## config.mk

```make
export PLATFORM = sky130hd
export DESIGN_NAME = riot_ports_timer_irq_core
export DESIGN_NICKNAME = d
export VERILOG_FILES = /design/src/rtl/rpti_pkg.sv /design/src/rtl/rpti_state.sv /design/src/rtl/riot_ports_timer_irq_core.sv
export VERILOG_INCLUDE_DIRS = /design/src /design/src/rtl
export SDC_FILE = /design/constraint.sdc
export NUM_CORES = 1
export LEC_CHECK = 0
export BUFFER_PORTS_ARGS = -buffer_cell sky130_fd_sc_hd__clkbuf_2
export CAP_MARGIN = 20
export CORE_UTILIZATION = 55
export DETAILED_ROUTE_END_ITERATION = 10
export GPL_TIMING_DRIVEN = 1
export PLACE_DENSITY = 0.77
export SYNTH_ARGS = -nofsm -noshare
export SYNTH_HDL_FRONTEND = slang
export SYNTH_HIERARCHICAL = 1
export SYNTH_SLANG_ARGS = --single-unit
export TNS_END_PERCENT = 30
```

## constraint.sdc

```tcl
create_clock -name clk -period 11.28 [get_ports clk]
set_input_delay 1.692 -clock clk [delete_from_list [all_inputs] [get_ports clk]]
set_output_delay 1.692 -clock clk [all_outputs]
set_load 0.005 [all_outputs]
```

## src/rtl/assert_macros.svh

```systemverilog
// Assertion macros shared by the RTL files of the RIOT port/timer block.
`ifndef ASSERT_MACROS_SVH
`define ASSERT_MACROS_SVH
`ifndef SYNTHESIS
// Checked property, held off while reset is high.
`define RPTI_ASSERT(lbl, clk, rst, prop, msg) \
  lbl: assert property (@(posedge clk) disable iff (rst) prop) else $error(msg);
// Checked property, also checked while reset is high.
`define RPTI_ASSERT_ALWAYS(lbl, clk, prop, msg) \
  lbl: assert property (@(posedge clk) prop) else $error(msg);
`else
`define RPTI_ASSERT(lbl, clk, rst, prop, msg)
`define RPTI_ASSERT_ALWAYS(lbl, clk, prop, msg)
`endif
`endif

```

## src/rtl/rpti_pkg.sv

```systemverilog
// Types, codes and constants of the RIOT port/timer block.
package rpti_pkg;

  typedef enum logic [1:0] {
    MODE_READ  = 2'd0,
    MODE_WRITE = 2'd1,
    MODE_TICK  = 2'd2,
    MODE_PA7   = 2'd3
  } mode_t;

  // register select with A2 = 0
  localparam logic [1:0] REG_PORTA = 2'd0;
  localparam logic [1:0] REG_DDRA  = 2'd1;
  localparam logic [1:0] REG_PORTB = 2'd2;
  localparam logic [1:0] REG_DDRB  = 2'd3;

  // address bits of the offset
  localparam int unsigned OFF_A0 = 0;
  localparam int unsigned OFF_A1 = 1;
  localparam int unsigned OFF_A2 = 2;
  localparam int unsigned OFF_A3 = 3;
  localparam int unsigned OFF_A4 = 4;

  localparam int unsigned TIMER_W = 19;

  localparam logic [TIMER_W-1:0] TIMER_RESET  = 19'd262144;
  localparam logic [TIMER_W-1:0] TIMER_WRAP   = 19'd256;
  localparam logic [1:0]         PRESCALE_RST = 2'd3;   // divide by 1024

  localparam logic [7:0] FLAG_TIMER = 8'h80;
  localparam logic [7:0] FLAG_EDGE  = 8'h40;

  typedef struct packed {
    mode_t      mode;
    logic [4:0] offset;
    logic [7:0] write_data;
    logic [7:0] tick_cycles;
    logic [7:0] pa_pins;
    logic [7:0] pb_pins;
    logic       pa7_pin_level;
  } in_item_t;

  typedef struct packed {
    logic [7:0] read_data;
    logic [7:0] port_a_drive;
    logic [7:0] port_b_drive;
    logic       irq;
  } out_item_t;

  // prescale code to shift amount: 1, 8, 64, 1024
  function automatic logic [3:0] prescale_shift(input logic [1:0] code);
    logic [3:0] sh;
    case (code)
      2'd0:    sh = 4'd0;
      2'd1:    sh = 4'd3;
      2'd2:    sh = 4'd6;
      default: sh = 4'd10;
    endcase
    return sh;
  endfunction

endpackage

```

## src/rtl/rpti_state.sv

```systemverilog
// Port, timer and edge-detector registers with their per-item update.
`include "assert_macros.svh"
module rpti_state (
  input  logic                clk,
  input  logic                rst,
  input  logic                fire,
  input  rpti_pkg::in_item_t  item,
  output rpti_pkg::out_item_t result
);

  logic [7:0] porta_latch, porta_latch_next;
  logic [7:0] porta_dir, porta_dir_next;
  logic [7:0] portb_latch, portb_latch_next;
  logic [7:0] portb_dir, portb_dir_next;
  logic [rpti_pkg::TIMER_W-1:0] timer_left, timer_left_next;
  logic [1:0] prescale, prescale_next;
  logic timer_running, timer_running_next;
  logic timer_irq_en, timer_irq_en_next;
  logic timer_flag, timer_flag_next;
  logic edge_last, edge_last_next;
  logic edge_rising, edge_rising_next;
  logic edge_irq_en, edge_irq_en_next;
  logic edge_flag, edge_flag_next;

  logic [3:0]                   vis_shift;
  logic [rpti_pkg::TIMER_W-1:0] vis_full;
  logic [7:0]                   vis_timer;
  logic [rpti_pkg::TIMER_W-1:0] tick_ext;
  logic [rpti_pkg::TIMER_W-1:0] start_base;
  logic [7:0]                   rd;

  // visible timer value, saturated to a byte
  assign vis_shift = timer_running ? rpti_pkg::prescale_shift(prescale) : 4'd0;
  assign vis_full  = timer_left >> vis_shift;
  assign vis_timer = (|vis_full[rpti_pkg::TIMER_W-1:8]) ? 8'hff : vis_full[7:0];
  assign tick_ext  = {{(rpti_pkg::TIMER_W-8){1'b0}}, item.tick_cycles};

  always_comb begin
    porta_latch_next   = porta_latch;
    porta_dir_next     = porta_dir;
    portb_latch_next   = portb_latch;
    portb_dir_next     = portb_dir;
    timer_left_next    = timer_left;
    prescale_next      = prescale;
    timer_running_next = timer_running;
    timer_irq_en_next  = timer_irq_en;
    timer_flag_next    = timer_flag;
    edge_last_next     = edge_last;
    edge_rising_next   = edge_rising;
    edge_irq_en_next   = edge_irq_en;
    edge_flag_next     = edge_flag;
    rd                 = 8'h00;
    start_base         = {{(rpti_pkg::TIMER_W-8){1'b0}}, item.write_data} + 19'd1;
    case (item.mode)
      rpti_pkg::MODE_READ: begin
        if (!item.offset[rpti_pkg::OFF_A2]) begin
          case (item.offset[1:0])
            rpti_pkg::REG_PORTA: rd = (item.pa_pins & ~porta_dir) | (porta_latch & porta_dir);
            rpti_pkg::REG_DDRA:  rd = porta_dir;
            rpti_pkg::REG_PORTB: rd = (item.pb_pins & ~portb_dir) | (portb_latch & portb_dir);
            default:             rd = portb_dir;
          endcase
        end else if (!item.offset[rpti_pkg::OFF_A0]) begin
          rd                = vis_timer;
          timer_flag_next   = 1'b0;
          timer_irq_en_next = item.offset[rpti_pkg::OFF_A3];
          if (!timer_running) begin
            // restart with the value just read
            start_base         = {{(rpti_pkg::TIMER_W-8){1'b0}}, vis_timer} + 19'd1;
            timer_running_next = 1'b1;
            timer_left_next    = start_base << rpti_pkg::prescale_shift(prescale);
          end
        end else begin
          rd = (timer_flag ? rpti_pkg::FLAG_TIMER : 8'h00) |
               (edge_flag ? rpti_pkg::FLAG_EDGE : 8'h00);
          edge_flag_next = 1'b0;
        end
      end
      rpti_pkg::MODE_WRITE: begin
        if (item.offset[rpti_pkg::OFF_A2]) begin
          if (item.offset[rpti_pkg::OFF_A4]) begin
            prescale_next      = item.offset[1:0];
            timer_running_next = 1'b1;
            timer_left_next    = start_base << rpti_pkg::prescale_shift(item.offset[1:0]);
            timer_flag_next    = 1'b0;
            timer_irq_en_next  = item.offset[rpti_pkg::OFF_A3];
          end else begin
            edge_rising_next = item.offset[rpti_pkg::OFF_A0];
            edge_irq_en_next = item.offset[rpti_pkg::OFF_A1];
          end
        end else begin
          case (item.offset[1:0])
            rpti_pkg::REG_PORTA: porta_latch_next = item.write_data;
            rpti_pkg::REG_DDRA:  porta_dir_next   = item.write_data;
            rpti_pkg::REG_PORTB: portb_latch_next = item.write_data;
            default:             portb_dir_next   = item.write_data;
          endcase
        end
      end
      rpti_pkg::MODE_TICK: begin
        if (item.tick_cycles != 8'd0) begin
          if (tick_ext >= timer_left) begin
            if (timer_running) begin
              timer_flag_next    = 1'b1;
              timer_running_next = 1'b0;
            end
            // underflow by less than 256: one wrap brings it back
            timer_left_next = timer_left + rpti_pkg::TIMER_WRAP - tick_ext;
          end else begin
            timer_left_next = timer_left - tick_ext;
          end
        end
      end
      default: begin
        if (item.pa7_pin_level != edge_last) begin
          edge_last_next = item.pa7_pin_level;
          if (item.pa7_pin_level == edge_rising) edge_flag_next = 1'b1;
        end
      end
    endcase
  end

  always_comb begin
    result.read_data    = rd;
    result.port_a_drive = (porta_latch_next & porta_dir_next) | ~porta_dir_next;
    result.port_b_drive = (portb_latch_next & portb_dir_next) | ~portb_dir_next;
    result.irq          = (timer_irq_en_next & timer_flag_next) |
                          (edge_irq_en_next & edge_flag_next);
  end

  always_ff @(posedge clk) begin
    if (rst) begin
      porta_latch   <= 8'h00;
      porta_dir     <= 8'h00;
      portb_latch   <= 8'h00;
      portb_dir     <= 8'h00;
      timer_left    <= rpti_pkg::TIMER_RESET;
      prescale      <= rpti_pkg::PRESCALE_RST;
      timer_running <= 1'b1;
      timer_irq_en  <= 1'b0;
      timer_flag    <= 1'b0;
      edge_last     <= 1'b0;
      edge_rising   <= 1'b0;
      edge_irq_en   <= 1'b0;
      edge_flag     <= 1'b0;
    end else if (fire) begin
      porta_latch   <= porta_latch_next;
      porta_dir     <= porta_dir_next;
      portb_latch   <= portb_latch_next;
      portb_dir     <= portb_dir_next;
      timer_left    <= timer_left_next;
      prescale      <= prescale_next;
      timer_running <= timer_running_next;
      timer_irq_en  <= timer_irq_en_next;
      timer_flag    <= timer_flag_next;
      edge_last     <= edge_last_next;
      edge_rising   <= edge_rising_next;
      edge_irq_en   <= edge_irq_en_next;
      edge_flag     <= edge_flag_next;
    end
  end

  // a stopped timer always has its flag up: both clearing paths restart it
  `RPTI_ASSERT(a_stop_has_flag, clk, rst, !timer_running |-> timer_flag,
               "timer stopped without timeout flag")
  // a timer start write leaves the timer running with the flag cleared
  `RPTI_ASSERT(a_start_runs, clk, rst,
               (fire && item.mode == rpti_pkg::MODE_WRITE && item.offset[rpti_pkg::OFF_A2]
                && item.offset[rpti_pkg::OFF_A4]) |=> (timer_running && !timer_flag),
               "timer start write did not start timer")
  // state only moves when an item is processed
  `RPTI_ASSERT(a_hold_idle, clk, rst, !fire |=> ($stable(timer_left) && $stable(edge_flag)),
               "state changed without an item")
  // non-read items give no read data
  `RPTI_ASSERT(a_rd_zero, clk, rst,
               (item.mode != rpti_pkg::MODE_READ) |-> (result.read_data == 8'h00),
               "read data on a non-read item")

endmodule

```

## src/rtl/riot_ports_timer_irq_core.sv

```systemverilog
// Top level of the RIOT port/timer block: input and result registers around the state update.
// RIOT-style I/O and timer block: two 8-bit ports with direction registers, an
// interval timer with a 1/8/64/1024 prescale, and a PA7 edge detector feeding
// one interrupt line. Each item is a bus read, a bus write, a tick of 0..255
// elapsed cycles, or a new PA7 level; each gives exactly one result carrying
// the read byte (zero for non-reads), the driven port values and the IRQ
// level after the item. Reading the timer after timeout restarts it with the
// value read. Throughput is one item per clock while no stalled result blocks
// the output. An item is captured by the input register when accepted, and its
// result is loaded into the result register when the item is processed; a
// stalled output can hold it in the input register. The state update between
// the two registers is combinational. The input register keeps accepting while
// a result waits on a stalled output, up to one item.
// Reset loads 262144 into the timer, running at the 1024 prescale.
`include "assert_macros.svh"
module riot_ports_timer_irq_core (
  input  logic                clk,
  input  logic                rst,
  input  logic                in_valid,
  output logic                in_stall,
  input  rpti_pkg::in_item_t  in_item,
  output logic                out_valid,
  input  logic                out_stall,
  output rpti_pkg::out_item_t out_item
);

  logic                s1_valid;   // input register holds an item
  rpti_pkg::in_item_t  s1_item;
  logic                advance;    // result register can take a new result
  logic                fire;       // item in the input register is processed
  rpti_pkg::out_item_t result;

  assign advance  = !out_valid || !out_stall;
  assign fire     = s1_valid && advance;
  assign in_stall = s1_valid && !advance;

  rpti_state u_state (
    .clk    (clk),
    .rst    (rst),
    .fire   (fire),
    .item   (s1_item),
    .result (result)
  );

  always_ff @(posedge clk) begin
    if (rst) begin
      s1_valid  <= 1'b0;
      out_valid <= 1'b0;
    end else begin
      if (!in_stall) s1_valid <= in_valid;
      if (advance)   out_valid <= s1_valid;
    end
  end

  // payload registers, no reset
  always_ff @(posedge clk) begin
    if (in_valid && !in_stall) s1_item <= in_item;
    if (fire)                  out_item <= result;
  end

  // every processed item shows up as a result in the next cycle
  `RPTI_ASSERT(a_fire_to_out, clk, rst, fire |=> out_valid, "processed item lost")
  // stall toward the source only while the input register is full and blocked
  `RPTI_ASSERT(a_stall_cause, clk, rst, in_stall |-> (s1_valid && out_valid && out_stall),
               "input stalled without a blocked result")
  // nothing valid comes out of reset
  `RPTI_ASSERT_ALWAYS(a_reset_empty, clk, $past(rst) |-> (!out_valid && !s1_valid),
                      "pipeline not empty after reset")

endmodule

```

==> results.md, run 1 <==
* Switch Pwr at ~0.44 mW
* Max IR drop VDD at 0.1034 mV
* Final Skew at roughly 0.012 ns
* FILL cells at 1379
* Internal at roughly 0.95 mW
* DIE HEIGHT at 129.6 microns
* Post-CTS sizing at 0
* Worst Hold Depth at 2
* Max Cap Viol at 0
* Layout cells sized above 1 at 0.1355
* Routed vias/inst at 6.470
* DR vias at 8463
* Placer Congestion at ~0.95
* Final setup violation count at 0
* Tcrit/Tclk final at 0.3696
* Unrepaired setup endpoints after global routing: false
* DRC violations left at 0
* Leak at 3.818 nW
* Mapped Area at 0.008954 sq mm
* Cells after DPL at ~1.3k
* Register share of total power at 0.378
* Levels on crit path at 14
* DRT Pass-1 Iters at 6
* Syn_area_per_cell at 8.584 sq um
* Switching share of power at 0.3179
* CP arrival at approximately 4.4 ns
* Fmax at 239.9 MHz
* H-tree depth at 4
* Crit. End Element: flop
* Crit path cell chain: buf_4 > o21a_1 > o22ai_2 > o22ai_2 > o41ai_4 > o21ai_1 > ha_1 > inv_1 > o22ai_1 > a21oi_1 > a2111oi_0 > a21oi_1 > a211oi_1 > a211oi_1
* Sequential share of the synthesized area at 0.3566
* Slew margin rel. at 0.4368
* Syn Nets at 1138
* Post-DP HPWL at 18060 microns
* FF-to-FF End: u_state/timer_left[10]
* Total track usage at 0.3132
* Startpoint Class: flop
* DR iter-0 viols at 1092
* TritonCTS buffer count at 17
* Worst path slowest cell: a2111oi_0
* I/O Buffers at 70
* First-pass GRT wire length at between 40000 and 50000 microns
* Max-slew violation count at 0
* Status: finished, final reports clean
* TritonCTS clock tree: built
* Top delay family on crit path: compound AO/OA/AOI/OAI gates
* CP peak stage delay at 0.71 ns
* Cells on worst reg2reg path at 14
* Clk Latency, worst-skew pair at roughly 0.42 ns
* Worst slew pin tran at 0.8417 ns
* Post-CTS setup buffers at 0
* Vias in the first global route at 7531
* Final TNS setup at 0 ns
* Initial Util at 0.5636
* CTS Hold Buffers Added at 0
* Setup CP Type: reg -> reg
* Area contributors post-synth: edfxtp_1, dfxtp_1, ha_1
* Clock power frac at 0.392
* Crit path max fanout at 36
* Critical path data required time at 11.54 ns
* #FFs+latches synth at roughly 130
* Critical path buffers and inverters at 2
* Post-synth EDFFs at 65
* Reg2reg start: u_state/prescale[0]
* Top_reg_cell synth: edfxtp_1
* Cells after synthesis at 1043
* Post-synth cell types at 88
* Yosys top cell area share at 0.2180
* Tmin final at 4.169 ns
* Reg clk slew, reported paths at around 0.060 ns
* Yosys warns at 6
* Pwr Density at 139.1 mW/mm^2
* Nets at 1174
* Non-filler cells, final at around 1.3k
* Fraction of registers with async set/reset at 0
* Die width at 129.6 microns
* R2R setup slack at 7.11 ns
* Clk sink count at 127
* Antenna viol nets, final at 0
* Core Rows at 46
* Pin count of the biggest net entering global routing at 62
* I/O Pins at around 70
* Area delta synth->final at 11.85%
* Diode count at 0
* GR Overflow Total at 0
* Initial antenna violation count at 0
* Drt wl/cell at about 20 microns
* Worst min path class: reg -> reg
* Logic pwr share at 0.230
* Yosys top cell by area: edfxtp_1
* Final wirelength at 25690 microns
* Worst Hold Launch: u_state/portb_latch[6]
* Core footprint at around 0.016 sq mm
* Root Buffer Master: clkbuf_16
* Endpoint, Worst Hold: u_state/portb_latch[6]
* Total Die Area at 0.01679 sq mm
* Final Hold Vio Count at 0
* CTS Buffer Depth at 2
## layout by cell type (no fill, tap or decap), types with 12 or more instances in the layout
master / instances
o21a_1: 12
a21oi_1: 92
xor2_1: 12
buf_4: 14
dfxtp_1: 62
o21ai_0: 47
nor3_1: 17
clkbuf_16: 17
nand3_1: 60
edfxtp_1: 65
nor2_1: 82
ha_1: 43
nand2_1: 117
mux2i_1: 32
a221oi_1: 12
inv_1: 49
xnor2_1: 24
clkbuf_2: 70
o211ai_1: 23
a211oi_1: 14
## kinds of logic after synthesis
kind of cell / after synthesis / share of synthesized area
multiplexers: 38 / 0.04360
buffers and inverters: 121 / 0.05548
AO/OA/AOI/OAI: 320 / 0.2441
adder cells (fa/ha/maj): 51 / 0.07798
AND/OR/NAND/NOR: 350 / 0.1870
XOR/XNOR: 36 / 0.03521
flip-flops: 127 / 0.3566
## worst reg2reg max path, delay by kind of cell (launching register included)
kind                     cells  cell delay (ns)
AO/OA/AOI/OAI               11             2.94
buffers and inverters        2             0.44
flip-flops                   1             0.32
adder cells (fa/ha/maj)      1             0.31
## layout make-up
cell class / count / area [sq um] / share of cell area
Clock buffer: 18 / 429.2 / 0.04285
Clock inverter: 14 / 156.4 / 0.01562
Inverter: 53 / 198.9 / 0.01987
Multi-Input combinational cell: 795 / 5291 / 0.5284
Sequential cell: 127 / 3193 / 0.3188
Tap cell: 216 / 270.3 / 0.02699
Timing Repair Buffer: 85 / 475.5 / 0.04748
## state kept, by name, summed over array words and instances (netlist names), 2 cells and up
signal	flops
u_state/porta_dir	8
u_state/porta_latch	8
u_state/portb_dir	8
u_state/timer_left	19
s1_item	40
u_state/portb_latch	8
u_state/prescale	2
out_item	25
## synthesized netlist by cell type (all sizes together), types with 11 or more instances
cell	number
a211oi	15
a21oi	93
a221oi	13
a31oi	11
buf	15
clkbuf	53
dfxtp	62
edfxtp	65
ha	43
inv	51
mux2i	33
nand2	117
nand3	61
nor2	83
nor3	19
o211ai	24
o21a	12
o21ai	57
o22ai	13
xnor2	24
xor2	12
## power groups by stage
stage / Combinational, mW / Sequential, mW / Clock, mW
global route: 0.348 / 0.527 / 0.571
finish: 0.320 / 0.526 / 0.546
detailed placement: 0.310 / 0.535 / 0
global placement: 0.308 / 0.535 / 0
floorplan: 0.235 / 0.521 / 0
CTS: 0.312 / 0.525 / 0.551
## worst max path at each step
stage | start | to
after floorplan | out_stall | u_state/timer_left[6]
after global placement | out_stall | u_state/timer_left[18]
after detailed placement | out_stall | u_state/timer_left[18]
after CTS | u_state/prescale[0] | u_state/timer_left[10]
after global routing | u_state/prescale[1] | u_state/timer_left[4]
final | u_state/prescale[0] | u_state/timer_left[10]
## layer usage
layer,routed length [microns],vias to the layer above,global-route usage,share of wire
li1,-,3929,-,-
met2,11420,514,0.4696,0.44
met5,0,-,0,0
met1,10980,3938,0.4371,0.43
met3,2302,82,0.05987,0.090
met4,989,0,0.1430,0.038
## through the flow
step	util	area, sq um	hold slack (ns)	power [mW]	setup slack [ns]
after floorplan	-	8954	0.4416	0.7566	5.779
after detailed placement	0.5923	9409	0.4605	0.8453	6.945
final	0.6304	10010	0.4691	1.393	7.111
after global placement	0.5923	9409	0.4532	0.8422	7.013
after global routing	0.6304	10010	0.4950	1.446	6.965
after CTS	0.6292	9995	0.4680	1.388	7.260
Note: power is estimated with default switching activity, not from simulation.
==> run 2: changes to the inputs <==
Settings changed: ABC_AREA from default to 1, PLACE_DENSITY 0.77 to 0.8.
Clock period 11.28 ns to 3.75 ns, I/O delays scaled along.
==> run 2 against run 1 <==
Against the previous run:
- hold slack got worse by 0.17 ns
- area after synthesis increased by 2.8%
- critical path depth increased by 5
- combinational power increased to 3.3 times the previous value
- cell count increased by 20%
- non-clock buffer count increased by 6
- global-route usage increased by 1.9 points
- total power increased to 3.1 times the previous value
- clock power increased to 2.9 times the previous value
- sequential power increased to 3.1 times the previous value
- fmax increased by 26%
- largest power group is now registers
==> results.md, run 2 <==
* Largest regs: s1_item x40, out_item x25, u_state/timer_left x19 (unchanged)
* M2 GR Usage at 0.5009 (was 0.4696)
* Pwr Density at 412.3 mW/mm^2 (was 139.1 mW/mm^2)
* Drt wl/cell at 18.30 microns (was 19.64 microns)
* Total Die Area at 0.01725 sq mm (was 0.01679 sq mm)
* Pin count of the biggest net entering global routing at 67 (was 62)
* Clock power frac at 0.376 (was 0.392)
* Clk Latency, worst-skew pair at 0.43 ns (was 0.42 ns)
* Placer Congestion at 1.030 (was 0.9500)
* Final TNS setup at 0 ns (unchanged)
* Max-slew violation count at 0 (unchanged)
* Tmin final at 3.315 ns (was 4.169 ns)
* Core Rows at 46 (unchanged)
* Layout cells sized above 1 at 0.1156 (was 0.1355)
* Fin util at 0.6437 (was 0.6304)
* Post-CTS sizing at 0 (unchanged)
* Yosys top cell by area: edfxtp_1 (unchanged)
* Post-synthesis adder-cell area fraction at 0.07589 (was 0.07798)
* Die width at 131.3 microns (was 129.6 microns)
* CP arrival at 3.61 ns (was 4.43 ns)
* Worst path slowest cell: dfxtp_1 (was a2111oi_0)
* Commonest non-fill, non-tap cell in the layout: nand2_1 (unchanged)
* Crit. End Element: flop (unchanged)
* Tcrit/Tclk final at 0.8839 (was 0.3696)
* DIE HEIGHT at 131.3 microns (was 129.6 microns)
* Largest register FFs at 40 (unchanged)
* GR peak layer: met2 (unchanged)
* Most frequent cells in the layout: nand2_1, inv_1, o21ai_0 (was nand2_1, a21oi_1, nor2_1)
* Area contributors post-synth: edfxtp_1, dfxtp_1, nand2_1 (was edfxtp_1, dfxtp_1, ha_1)
* Sequential share of the synthesized area at 0.3471 (was 0.3566)
* DR iter-0 viols at 1284 (was 1092)
* Core footprint at 0.01612 sq mm (was 0.01589 sq mm)
* Slew margin rel. at 0.5190 (was 0.4368)
* Post-synth EDFFs at 65 (unchanged)
* Antenna viol nets, final at 0 (unchanged)
* Register area at 0.003193 sq mm (unchanged)
* Vias in the first global route at 8463 (was 7531)
* Worst min path class: in -> reg (was reg -> reg)
* Mux cell area share after synthesis at 0.002176 (was 0.04360)
* CTS Hold Buffers Added at 0 (unchanged)
* Syn Nets at 1364 (was 1138)
* Post-synthesis compound-gate area fraction at 0.2135 (was 0.2441)
* CP peak stage delay at 0.65 ns (was 0.71 ns)
* Final setup violation count at 0 (unchanged)
* Max Cap Viol at 0 (unchanged)
* H-tree depth at 4 (unchanged)
* Clk sink count at 127 (unchanged)
* I/O Buffers at 70 (unchanged)
* Post-DP HPWL at 21430 microns (was 18060 microns)
* Worst slew pin tran at 0.7215 ns (was 0.8417 ns)
* Syn_area_per_cell at 7.250 sq um (was 8.584 sq um)
* Levels on crit path at 19 (was 14)
* Largest family of logic cells by synthesized area: simple AND/OR/NAND/NOR gates (was compound AO/OA/AOI/OAI gates)
* TritonCTS clock tree: built (unchanged)
* Logic pwr share at 0.245 (was 0.230)
* Yosys top cell area share at 0.2122 (was 0.2180)
* Worst setup margin at 0.4355 ns (was 7.111 ns)
* Cells after synthesis at 1269 (was 1043)
* Crit path cell chain: nor2_8 > inv_1 > nand2_2 > nand3_1 > nand2_1 > nor2_1 > nand2_1 > nand2_1 > nand2_1 > nand2_2 > nand3_2 > ha_1 > nand3b_1 > nand2_1 > inv_1 > o21ai_0 > nand2_1 > nand3_1 > a21oi_1 (was buf_4 > o21a_1 > o22ai_2 > o22ai_2 > o41ai_4 > o21ai_1 > ha_1 > inv_1 > o22ai_1 > a21oi_1 > a2111oi_0 > a21oi_1 > a211oi_1 > a211oi_1)
* Routed vias/inst at 6.041 (was 6.470)
* Commonest cells in the netlist: nand2_1, inv_1, o21ai_0 (was nand2_1, a21oi_1, nor2_1)
* Top reg by flops: s1_item (unchanged)
* Switching share of power at 0.3378 (was 0.3179)
* Setup CP Type: reg -> reg (unchanged)
* Unrepaired setup endpoints after global routing: false (unchanged)
* Final Hold Vio Count at 0 (unchanged)
* Post-Synth XOR/XNOR Area at 0.02094 (was 0.03522)
* Diode count at 0 (unchanged)
* Area occupied by multi-input gates at 0.005096 sq mm (was 0.005291 sq mm)
* Top delay family on crit path: simple AND/OR/NAND/NOR gates (was compound AO/OA/AOI/OAI gates)
* #FFs+latches synth at 127 (unchanged)
* Total track usage at 0.3326 (was 0.3132)
* Synth Area in Simple Gates at 0.2402 (was 0.1870)
* Initial Util at 0.5709 (was 0.5636)
* Critical path buffers and inverters at 2 (unchanged)
* DRC violations left at 0 (unchanged)
* TritonCTS buffer count at 17 (unchanged)
* CTS Buffer Depth at 2 (unchanged)
* Leak at 4.869 nW (was 3.818 nW)
* Top_reg_cell synth: edfxtp_1 (unchanged)
* Internal at 2.832 mW (was 0.9498 mW)
* Grt met1 use at 0.4804 (was 0.4371)
* Initial antenna violation count at 0 (unchanged)
* Critical path data required time at 4.05 ns (was 11.54 ns)
* Root Buffer Master: clkbuf_16 (unchanged)
* DRT Pass-1 Iters at 8 (was 6)
* Worst Hold Depth at 1 (was 2)
* Reg clk slew, reported paths at 0.06 ns (about the same)
* DR vias at 9454 (was 8463)
* Switch Pwr at 1.445 mW (was 0.4427 mW)
* Count leader, synth: nand2_1 (unchanged)
* Area delta synth->final at 12.76% (was 11.85%)
* I/O Pins at 71 (unchanged)
* Cells on worst reg2reg path at 19 (was 14)
* FILL cells at 1432 (was 1379)
* Crit path max fanout at 17 (was 36)
* Post-synth cell types at 54 (was 88)
* Status: finished, final reports clean (unchanged)
* Final Skew at 0.01121 ns (was 0.01155 ns)
* GR Overflow Total at 0 (unchanged)
* Max IR drop VDD at 0.3972 mV (was 0.1034 mV)
* Startpoint Class: flop (unchanged)
* Met3 usage at 0.05093 (was 0.05987)
* First-pass GRT wire length at 44870 microns (was 40320 microns)
* Mapped Area at 0.009200 sq mm (was 0.008954 sq mm)
* Nets at 1431 (was 1174)
* Register share of total power at 0.379 (was 0.378)
* WHS at 0.3010 ns (was 0.4691 ns)
* Post-CTS setup buffers at 0 (unchanged)
* Final wirelength at 28640 microns (was 25690 microns)
* Place WS at 0.5269 ns (was 6.945 ns)
* Fraction of registers with async set/reset at 0 (unchanged)
* Yosys warns at 6 (unchanged)
* Fmax at 301.7 MHz (was 239.9 MHz)
* Crit path top cell by count: nand2_1
## run 2: metrics by stage
stage	power, mW	cell area [sq um]	std cells
3_3_place_gp	2.637	9776	1532
6_report	4.277	10370	1565
5_1_grt	4.452	10370	1565
3_5_place_dp	2.650	9776	1532
4_1_cts	4.262	10350	1564
2_1_floorplan	2.342	9204	1269
## run 2: cell type report
class,instances,area share
multi-input cells,909,0.4913
flip-flops and latches,127,0.3078
well taps,216,0.02605
clock buffers,19,0.04270
inverters,190,0.06899
clock inverters,13,0.01230
repair buffers,91,0.05090
## run 2: kinds of logic after synthesis
family / Yosys count
muxes: 2
adders and majority gates: 51
DFF: 127
and+or+nand+nor: 503
AOI/OAI and AO/OA: 331
buffers and inverters: 233
xor gates and xnor gates: 22
## run 2: final timing paths
kind	startpoint	end	slack, ns
worst max-delay path	u_state/prescale[0]	u_state/timer_left[12]	0.44
worst min-delay path	in_item[1]	s1_item[1]	0.30
worst min register to register	u_state/porta_latch[1]	u_state/porta_latch[1]	0.48
worst max register to register	u_state/prescale[0]	u_state/timer_left[12]	0.44
## run 2: routing by layer
metal	part of all wire	routed length, microns
met1	0.44	12490
met2	0.43	12410
met3	0.10	2931
met4	0.028	807
met5	0	0
## run 2: worst reg2reg max path: stages (launching register included)
cell,delay [ns]
dfxtp_1,0.65
nor2_8,0.08
inv_1,0.17
nand2_2,0.24
nand3_1,0.18
nand2_1,0.10
nor2_1,0.11
nand2_1,0.05
nand2_1,0.06
nand2_1,0.12
nand2_2,0.18
nand3_2,0.20
ha_1,0.31
nand3b_1,0.18
nand2_1,0.14
inv_1,0.07
o21ai_0,0.14
nand2_1,0.07
nand3_1,0.07
a21oi_1,0.06
## run 2: power by group through the flow
stage	Combinational [mW]	Sequential (mW)	Clock (mW)
2_1_floorplan	0.724	1.62	0
3_3_place_gp	0.993	1.64	0
3_5_place_dp	1.00	1.65	0
4_1_cts	1.01	1.62	1.63
5_1_grt	1.15	1.63	1.67
6_report	1.05	1.62	1.61
==> run 3: changes to the inputs <==
Settings changed: CORE_ASPECT_RATIO from default to 1.25, SKIP_LAST_GASP from default to 1.
==> run 3 against run 2 <==
Against the previous run:
- cell area down 0.43%
- first-iteration DRC count fell by 25%
- routed wire length up 2.7%
- critical path depth decreased by 6
- total power shrank 3.2%
- critical endpoint is now u_state/timer_left[1]
- global-route usage rose by 1.1 points
==> results.md, run 3 (synthesis gave the netlist of run 2 again) <==
* Largest register FFs at 40 (unchanged)
* Final Hold Vio Count at 0 (unchanged)
* DRT Pass-1 Iters at 9 (was 8)
* Setup CP Type: reg -> reg (unchanged)
* Post-CTS setup buffers at 0 (unchanged)
* Startpoint Class: flop (unchanged)
* Critical path data required time at 4.09 ns (was 4.05 ns)
* Worst slew pin tran at 0.7387 ns (was 0.7215 ns)
* Diode count at 0 (unchanged)
* Worst min path class: in -> reg (unchanged)
* Final wirelength at 29420 microns (was 28640 microns)
* CP arrival at 3.70 ns (was 3.61 ns)
* Vias in the first global route at 8909 (was 8463)
* Core Rows at 52 (was 46)
* GR Overflow Total at 0 (unchanged)
* Clk Latency, worst-skew pair at 0.41 ns (was 0.43 ns)
* Switching share of power at 0.3388 (was 0.3378)
* Area occupied by multi-input gates at 0.005096 sq mm (unchanged)
* Die width at 117.7 microns (was 131.3 microns)
* Total power at 4.138 mW (was 4.277 mW)
* Placer Congestion at 0.9992 (was 1.030)
* Commonest non-fill, non-tap cell in the layout: nand2_1 (unchanged)
* Logic pwr share at 0.256 (was 0.245)
* Top reg by flops: s1_item (unchanged)
* Levels on crit path at 13 (was 19)
* Max-slew violation count at 0 (unchanged)
* Tcrit/Tclk final at 0.8962 (was 0.8839)
* Register area at 0.003193 sq mm (unchanged)
* Switch Pwr at 1.402 mW (was 1.445 mW)
* CTS Hold Buffers Added at 0 (unchanged)
* DRC violations left at 0 (unchanged)
* Clk sink count at 127 (unchanged)
* WHS at 0.3210 ns (was 0.3010 ns)
* Crit path max fanout at 23 (was 17)
* CTS Buffer Depth at 2 (unchanged)
* Fmax at 297.6 MHz (was 301.7 MHz)
* Cell area after layout at 0.01033 sq mm (was 0.01037 sq mm)
* DR vias at 9347 (was 9454)
* FF-to-FF End: u_state/timer_left[1] (was u_state/timer_left[12])
* Final Skew at 0.009878 ns (was 0.01121 ns)
* Core footprint at 0.01627 sq mm (was 0.01612 sq mm)
* I/O Pins at 71 (unchanged)
* Reg2reg start: u_state/prescale[1] (was u_state/prescale[0])
* Status: finished, final reports clean (unchanged)
* Layout cells sized above 1 at 0.1135 (was 0.1156)
* Unrepaired setup endpoints after global routing: false (unchanged)
* Pwr Density at 400.7 mW/mm^2 (was 412.3 mW/mm^2)
* Root Buffer Master: clkbuf_16 (unchanged)
* Initial Util at 0.5656 (was 0.5709)
* Register share of total power at 0.391 (was 0.379)
* Crit. End Element: flop (unchanged)
* Nets at 1431 (unchanged)
* Worst path slowest cell: dfxtp_1 (unchanged)
* Area delta synth->final at 12.27% (was 12.76%)
* Final setup violation count at 0 (unchanged)
* Met1 Routed Length at 10540 microns (was 12490 microns)
* DIE HEIGHT at 146.6 microns (was 131.3 microns)
* TritonCTS clock tree: built (unchanged)
* Largest regs: s1_item x40, out_item x25, u_state/timer_left x19 (unchanged)
* CP peak stage delay at 0.49 ns (was 0.65 ns)
* Reg clk slew, reported paths at 0.06 ns (about the same)
* First-pass GRT wire length at 46150 microns (was 44870 microns)
* Routed vias/inst at 5.976 (was 6.041)
* Initial antenna violation count at 0 (unchanged)
* R2R setup slack at 0.39 ns (was 0.44 ns)
* Met3 routed WL at 2341 microns (was 2931 microns)
* Drt wl/cell at 18.81 microns (was 18.30 microns)
* TritonCTS buffer count at 17 (unchanged)
* H-tree depth at 4 (unchanged)
* Crit path launch: u_state/prescale[1] (was u_state/prescale[0])
* Internal at 2.736 mW (was 2.832 mW)
* Crit path cell chain: inv_4 > nand3_4 > inv_1 > nand2_1 > a21oi_1 > a211oi_4 > a21boi_4 > nand2_1 > ha_1 > inv_1 > nor4_1 > o21ai_0 > a21oi_1 (was nor2_8 > inv_1 > nand2_2 > nand3_1 > nand2_1 > nor2_1 > nand2_1 > nand2_1 > nand2_1 > nand2_2 > nand3_2 > ha_1 > nand3b_1 > nand2_1 > inv_1 > o21ai_0 > nand2_1 > nand3_1 > a21oi_1)
* Top delay family on crit path: compound AO/OA/AOI/OAI gates (was simple AND/OR/NAND/NOR gates)
* Cells on worst reg2reg path at 13 (was 19)
* FILL cells at 1480 (was 1432)
* Total track usage at 0.3434 (was 0.3326)
* Max IR drop VDD at 0.3673 mV (was 0.3972 mV)
* Placed instance area at 0.009803 sq mm (was 0.009776 sq mm)
* Critical path buffers and inverters at 3 (was 2)
* Max Cap Viol at 0 (unchanged)
* Tmin final at 3.361 ns (was 3.315 ns)
* Clock power frac at 0.354 (was 0.376)
* Leak at 4.842 nW (was 4.869 nW)
* Post-DP HPWL at 22550 microns (was 21430 microns)
* Slew margin rel. at 0.5076 (was 0.5190)
* DR iter-0 viols at 969 (was 1284)
* Post-CTS sizing at 0 (unchanged)
* I/O Buffers at 70 (unchanged)
* Most frequent cells in the layout: nand2_1, inv_1, o21ai_0 (unchanged)
* Antenna viol nets, final at 0 (unchanged)
* Highest metal used: met4 (unchanged)
* Total Die Area at 0.01725 sq mm (about the same)
* Critical Path End: u_state/timer_left[1] (was u_state/timer_left[12])
* Pin count of the biggest net entering global routing at 67 (unchanged)
* Met2 wire len at 14440 microns (was 12410 microns)
* Final TNS setup at 0 ns (unchanged)
run 3: cell count changes in the layout (fill, tap and decap cells not counted):
cell and change:
bufinv_16 -1, clkbuf_1 +1, clkbuf_8 -1, clkinv_1 +1, clkinv_4 +4, inv_6 -5
run 3: worst min-delay path by stage:
stage	start	slack [ns]	endpoint	cells past startpoint
detailed placement	u_state/portb_latch[4]	0.46	u_state/portb_latch[4]	2
global placement	u_state/porta_latch[7]	0.46	u_state/porta_latch[7]	2
CTS	in_item[10]	0.31	s1_item[10]	1
global route	in_item[12]	0.31	s1_item[12]	1
floorplan	u_state/porta_latch[1]	0.45	u_state/porta_latch[1]	2
finish	in_item[10]	0.32	s1_item[10]	1
run 3: per-layer routing:
metal / vias to the layer above / global-route usage
met5: - / 0
met4: 0 / 0.2538
met3: 118 / 0.05664
met2: 548 / 0.5871
met1: 4232 / 0.3849
li1: 4449 / -
run 3: area by class of cell:
class                   instances  share of cell area
clock buffers                  19             0.04191
clock inverters                12            0.008964
inverters                     190             0.06929
multi-input cells             909              0.4934
flip-flops and latches        127              0.3091
well taps                     216             0.02617
repair buffers                 91             0.05112
run 3: stage by stage:
stage / instances / util / setup slack (ns)
2_1_floorplan: 1269 / - / 0.5536
3_3_place_gp: 1532 / 0.6010 / 0.5347
3_5_place_dp: 1533 / 0.6027 / 0.4974
4_1_cts: 1564 / 0.6350 / 0.4489
5_1_grt: 1564 / 0.6350 / 0.07019
6_report: 1564 / 0.6350 / 0.3894
run 3: power by group through the flow:
stage / logic [mW] / registers (mW) / clock network [mW]
3_3_place_gp: 1.01 / 1.64 / 0
3_5_place_dp: 1.02 / 1.64 / 0
6_report: 1.06 / 1.62 / 1.46
2_1_floorplan: 0.724 / 1.62 / 0
5_1_grt: 1.16 / 1.62 / 1.53
4_1_cts: 1.03 / 1.61 / 1.47
run 3: worst reg2reg max path, cell delays in order (launching register included):
cell and delay, ns:
dfxtp_1 0.49, inv_4 0.15, nand3_4 0.23, inv_1 0.22, nand2_1 0.12, a21oi_1 0.11, a211oi_4 0.42, a21boi_4 0.27
nand2_1 0.11, ha_1 0.38, inv_1 0.09, nor4_1 0.35, o21ai_0 0.18, a21oi_1 0.16
